[config.mk]
export PLATFORM = sky130hd
export DESIGN_NAME = ecm_control
export DESIGN_NICKNAME = d
export VERILOG_FILES = /design/src/rtl/ecm_pkg.sv /design/src/rtl/ecm_control.sv
export SDC_FILE = /design/constraint.sdc
export NUM_CORES = 1
export LEC_CHECK = 0
export ABC_CLOCK_PERIOD_IN_PS = 4800
export BUFFER_PORTS_ARGS = -buffer_cell sky130_fd_sc_hd__buf_2
export CAP_MARGIN = 5
export CELL_PAD_IN_SITES_DETAIL_PLACEMENT = 2
export CELL_PAD_IN_SITES_GLOBAL_PLACEMENT = 2
export CORE_MARGIN = 4
export CORE_UTILIZATION = 33
export DETAILED_ROUTE_END_ITERATION = 6
export PLACE_DENSITY = 0.87
export SYNTH_ARGS = -nofsm -noshare
export SYNTH_HDL_FRONTEND = slang
export SYNTH_SLANG_ARGS = --single-unit
[constraint.sdc]
create_clock -name clock -period 4.8 [get_ports clock]
set_input_delay 0.24 -clock clock [delete_from_list [all_inputs] [get_ports clock]]
set_output_delay 0.24 -clock clock [all_outputs]
set_load 0.05 [all_outputs]
[src/rtl/ecm_pkg.sv]
`default_nettype none
package ecm_pkg;

   typedef enum logic [1:0] {
      STATUS_FACTOR   = 2'd0,
      STATUS_INFINITY = 2'd1,
      STATUS_LIMIT    = 2'd2
   } status_type;

   // datapath operations, one per command from the controller
   typedef enum logic [3:0] {
      OP_NONE,
      OP_LOAD,     // latch item, start reduction of a
      OP_RED_X,    // reduce start_x
      OP_RED_Y,    // reduce start_y
      OP_DENOM,    // form u and v for this step
      OP_GCD,      // extended Euclid on v
      OP_COFACTOR, // n / g
      OP_SLOPE,    // m = inv * u
      OP_SQ,       // m * m
      OP_RX,       // rx = sq - px - qx
      OP_MY,       // m * (px - rx)
      OP_RY,       // ry = prod - py, commit Q
      OP_DBL_SQ    // px * px for doubling numerator
   } op_type;

   typedef struct packed {
      op_type op;
      logic   go;
   } cmd_type;

   typedef struct packed {
      logic done;      // op finished (pulse)
      logic n_small;   // modulus below two
      logic is_double; // P equals Q
      logic v_zero;
      logic g_one;
   } stat_type;

   typedef enum logic [3:0] {
      ST_IDLE,
      ST_RED_A,
      ST_RED_X,
      ST_RED_Y,
      ST_CHECK,
      ST_DBL_SQ,
      ST_DENOM,
      ST_GCD,
      ST_COFACTOR,
      ST_SLOPE,
      ST_SQ,
      ST_RX,
      ST_MY,
      ST_RY,
      ST_DONE
   } state_type;

endpackage
`default_nettype wire

[src/rtl/ecm_control.sv]
`default_nettype none
module ecm_control #(
   parameter int ITER_WIDTH = 16
) (
   input  wire logic                  clock,
   input  wire logic                  reset,
   input  wire logic                  start,
   input  wire logic                  n_small_in,
   input  wire logic [ITER_WIDTH-1:0] limit,
   input  wire ecm_pkg::stat_type     stat,
   output ecm_pkg::cmd_type           cmd,
   output logic                       busy,
   output logic                       rsp_valid,
   output ecm_pkg::status_type        rsp_status,
   output logic [ITER_WIDTH-1:0]      rsp_steps
);
   import ecm_pkg::*;

   state_type             state_ff, state_in;
   logic [ITER_WIDTH-1:0] steps_ff, steps_in, limit_ff;
   status_type            status_ff, status_in;
   logic                  issued_ff;

   // command is issued once on entry to a state
   always_comb begin
      state_in  = state_ff;
      steps_in  = steps_ff;
      status_in = status_ff;
      case (state_ff)
         ST_IDLE: if (start) begin
            steps_in = '0;
            if (n_small_in) begin
               status_in = STATUS_INFINITY;
               state_in  = ST_DONE;
            end else state_in = ST_RED_A;
         end
         ST_RED_A: if (stat.done) state_in = ST_RED_X;
         ST_RED_X: if (stat.done) state_in = ST_RED_Y;
         ST_RED_Y: if (stat.done) state_in = ST_CHECK;
         ST_CHECK: if (steps_ff == limit_ff) begin
            status_in = STATUS_LIMIT;
            state_in  = ST_DONE;
         end else if (stat.is_double) state_in = ST_DBL_SQ;
         else state_in = ST_DENOM;
         ST_DBL_SQ: if (stat.done) state_in = ST_DENOM;
         ST_DENOM: if (stat.done) state_in = ST_GCD;
         ST_GCD: if (issued_ff && stat.v_zero) begin
            status_in = STATUS_INFINITY;
            state_in  = ST_DONE;
         end else if (stat.done) begin
            if (stat.g_one) state_in = ST_SLOPE;
            else begin
               status_in = STATUS_FACTOR;
               state_in  = ST_COFACTOR;
            end
         end
         ST_COFACTOR: if (stat.done) state_in = ST_DONE;
         ST_SLOPE: if (stat.done) state_in = ST_SQ;
         ST_SQ: if (stat.done) state_in = ST_RX;
         ST_RX: if (stat.done) state_in = ST_MY;
         ST_MY: if (stat.done) state_in = ST_RY;
         ST_RY: if (stat.done) begin
            steps_in = steps_ff + 1'b1;
            state_in = ST_CHECK;
         end
         ST_DONE: state_in = ST_IDLE;
         default: state_in = ST_IDLE;
      endcase
   end

   // outputs
   always_comb begin
      cmd.go = 1'b0;
      cmd.op = OP_NONE;
      case (state_ff)
         ST_IDLE:     begin cmd.go = start; cmd.op = OP_LOAD; end
         ST_RED_A:    begin cmd.go = stat.done; cmd.op = OP_RED_X; end
         ST_RED_X:    begin cmd.go = stat.done; cmd.op = OP_RED_Y; end
         ST_CHECK:    begin
            cmd.go = (steps_ff != limit_ff);
            cmd.op = stat.is_double ? OP_DBL_SQ : OP_DENOM;
         end
         ST_DBL_SQ:   begin cmd.go = stat.done; cmd.op = OP_DENOM; end
         ST_DENOM:    begin cmd.go = stat.done && !stat.v_zero; cmd.op = OP_GCD; end
         ST_GCD:      begin
            cmd.go = stat.done && !issued_ff;
            cmd.op = OP_NONE;
            if (!issued_ff) cmd.go = 1'b0;
            else if (stat.done) begin
               cmd.go = 1'b1;
               cmd.op = stat.g_one ? OP_SLOPE : OP_COFACTOR;
            end
         end
         ST_SLOPE:    begin cmd.go = stat.done; cmd.op = OP_SQ; end
         ST_SQ:       begin cmd.go = stat.done; cmd.op = OP_RX; end
         ST_RX:       begin cmd.go = stat.done; cmd.op = OP_MY; end
         ST_MY:       begin cmd.go = stat.done; cmd.op = OP_RY; end
         default: ;
      endcase
   end

   always_ff @(posedge clock) begin
      if (reset) begin
         state_ff  <= ST_IDLE;
         steps_ff  <= '0;
         status_ff <= STATUS_LIMIT;
         limit_ff  <= '0;
         issued_ff <= 1'b0;
      end else begin
         state_ff  <= state_in;
         steps_ff  <= steps_in;
         status_ff <= status_in;
         if (state_ff == ST_IDLE && start) limit_ff <= limit;
         // v_zero is valid once DENOM completes; issued_ff is registered from ST_GCD
         issued_ff <= (state_ff == ST_GCD);
         if (state_ff == ST_DENOM && stat.done && stat.v_zero) issued_ff <= 1'b0;
      end
   end

   assign busy       = (state_ff != ST_IDLE);
   assign rsp_valid  = (state_ff == ST_DONE);
   assign rsp_status = status_ff;
   assign rsp_steps  = steps_ff;
endmodule
`default_nettype wire

==> run metrics <==
routed length per instance=approximately 18 um; Crit-path slowest cell=and3_1; register bit total from synthesis=39; CP peak stage delay=roughly 670 ps; total leakage power=about 0.96 nW; RSZ-0062 raised after global routing=no; f_max=356.6 MHz; die area=between 8000 and 9000 um2; CP cell instances=nor2_2 -> and3_1 -> a21oi_1 -> o21ai_0 -> buf_2; PwrDens=around 570 nW/um2; syn_area_per_cell=between 7 and 8 um2; Syn Nets=roughly 320; vias in the first global route=between 2000 and 2500; iteration count of the initial detailed-routing pass=4; htree depth=2; Max-Cap Viols=0; dpl hpwl=about 5300 um; fin crit share=a little under 60%; First DRT Iteration DRCs=~100; routability congestion estimate=0.8159; Syn. warnings=0; Initial Util=around 34%; ys async rst share=0%; synth top area cells=dfxtp_1, xnor2_1, nand2_1; Placeable Area=6422 um2; # diodes=0; I/O pins=50; sequential area share after synthesis=a little over a third; Worst-path clk slew=80 ps; Area Growth Syn to Fin=16.26%; worst min path class=primary input to register; status=finished, final reports clean; Buffers on Ports=48; All-Layer GR Usage=about a fifth; fin util=between 30% and 40%; CP startpoint kind=register; via count=roughly 2200; Die Span X=roughly 90 um; largest net degree at the start of global routing=28; CP arrival=~2600 ps; Worst Path Max Fanout=26; Final nets=between 300 and 400; Clock Tree Buf Depth=2; Synth Flop Type=dfxtp_1; global-route wire length before repair=between 10000 and 15000 um; Worst slew margin=a little under two fifths; Mapped Area=roughly 2200 um2; number of flops mapped to enable cells by yosys=0; skew final=around 5.6 ps; share of the synthesized area in the top cell type=35.35%; clk sinks=39; Crit Path Class=register to output pin; maximum VDD drop=0.0002909 V; Final setup viols=0; layout cells sized above 1=18.65%; Via density=around 5.5; area leader, netlist=dfxtp_1; antenna violations before repair=0; Final ANT Viol Nets=0; cts hold-fix bufs=0; Max Slew Vio Count=0; CP required=4560 ps; worst slew pin tran=between 900 and 1000 ps; Tmin final=around 2800 ps; Inserted Clock Buffers=5; Post-Synthesis Cells=~290; CTS tree=built; grt total ovfl=0; Resize count post-CTS=0; Final Hold Viols=0; FP Rows=29; Worst setup EP type=output pin; Setup TNS=0 ps; final wirelength=between 7000 and 8000 um; clk_lat worst skew=300 ps; DIE HEIGHT=89.81 um; CTS root buffer=clkbuf_8; FILL cells=between 700 and 800; DR DRC count=0; post-CTS setup buffer count=0; Netlist cell types=47
==> per-stage QoR <==
stage          instance area [um2]  std cells  worst slack (ps)  power [mW]  hold WS, ps
2_1_floorplan                 2208        289              2136       1.040        376.0
3_3_place_gp                  2467        396              2246       1.184        446.3
3_5_place_dp                  2467        396              2165       1.214        464.2
4_1_cts                       2567        404              1990       1.472        182.0
5_1_grt                       2567        404              1732       1.573        188.7
6_report                      2567        404              1996       1.464        179.5
==> power by group <==
| group | total, mW | switching, mW | internal [mW] |
|---|---|---|---|
| logic | 0.717 | 0.481 | 0.236 |
| registers | 0.495 | 0.119 | 0.376 |
| clock network | 0.252 | 0.121 | 0.131 |
==> critical path, delay by kind of cell (launching register included) <==
kind,cells,cell delay (ps)
AO/OA/AOI/OAI,2,200
buffers and inverters,1,280
flip-flops,1,600
AND/OR/NAND/NOR,2,1180
==> cells by family (layout without fill, tap and decap cells) <==
group / after synthesis / in the layout / synth area share [%]
AND/OR/NAND/NOR: 124 / 124 / 27.20
AO/OA/AOI/OAI: 71 / 71 / 20.62
buffers and inverters: 25 / 63 / 4.703
multiplexers: 1 / 1 / 0.4533
XOR/XNOR: 28 / 28 / 11.11
adder cells (fa/ha/maj): 1 / 1 / 0.5665
flip-flops: 39 / 39 / 35.35
==> layer usage <==
layer  up-vias  track usage (%)  share of wire, %
li1       1088                -                 -
met3         6            4.508               3.9
met4         0            3.448              0.70
met5         -                0                 0
met1      1092            25.51                47
met2        38            31.64                49
==> path summary, 6_finish.rpt <==
path	from	to	slack, ps	depth (start not counted)
hold reg to reg	rsp_status[0]	rsp_status[0]	470	2
hold / removal	limit[1]	limit_ff[1]	180	3
setup reg to reg	state_ff[0]	rsp_steps[15]	2160	4
setup / recovery	state_ff[0]	cmd[0]	2000	5
==> cell type report <==
type / count / area [um2] / area share [%]
Sequential cell: 39 / 780.7 / 30.41
Tap cell: 77 / 96.34 / 3.752
Timing Repair Buffer: 48 / 240.2 / 9.357
Multi-Input combinational cell: 225 / 1324 / 51.56
Clock buffer: 8 / 100.1 / 3.899
Inverter: 7 / 26.28 / 1.023
==> cells in the mapped netlist, types with 3 or more instances <==
master / count
nand2_1: 51
dfxtp_1: 39
a21oi_1: 29
xnor2_1: 26
nor2_1: 23
clkbuf_1: 15
o21ai_0: 12
nand3_1: 8
nor3_1: 8
inv_1: 7
nand4_1: 7
a211oi_1: 5
nand2b_1: 5
a211o_1: 4
or3_1: 4
a221oi_1: 3
a22oi_1: 3
and3_1: 3
==> flip-flops by register name, summed over array words and instances, names as in the netlist <==
signal,flops
issued_ff,1
rsp_steps,16
rsp_status,2
state_ff,4
limit_ff,16
==> layout by cell type, fill, tap and decap left out, types with 3 or more instances in the layout <==
master | netlist | routed
a211o_1 | 4 | 4
a211oi_1 | 5 | 5
a21oi_1 | 29 | 29
a221oi_1 | 3 | 3
a22oi_1 | 3 | 3
and3_1 | 3 | 3
buf_2 | 2 | 48
clkbuf_8 | 0 | 7
dfxtp_1 | 39 | 39
inv_1 | 7 | 7
nand2_1 | 51 | 51
nand2b_1 | 5 | 5
nand3_1 | 8 | 8
nand4_1 | 7 | 7
nor2_1 | 23 | 23
nor3_1 | 8 | 8
o21ai_0 | 12 | 12
or3_1 | 4 | 4
xnor2_1 | 26 | 26
No activity file was read; power rests on OpenSTA's default activity.
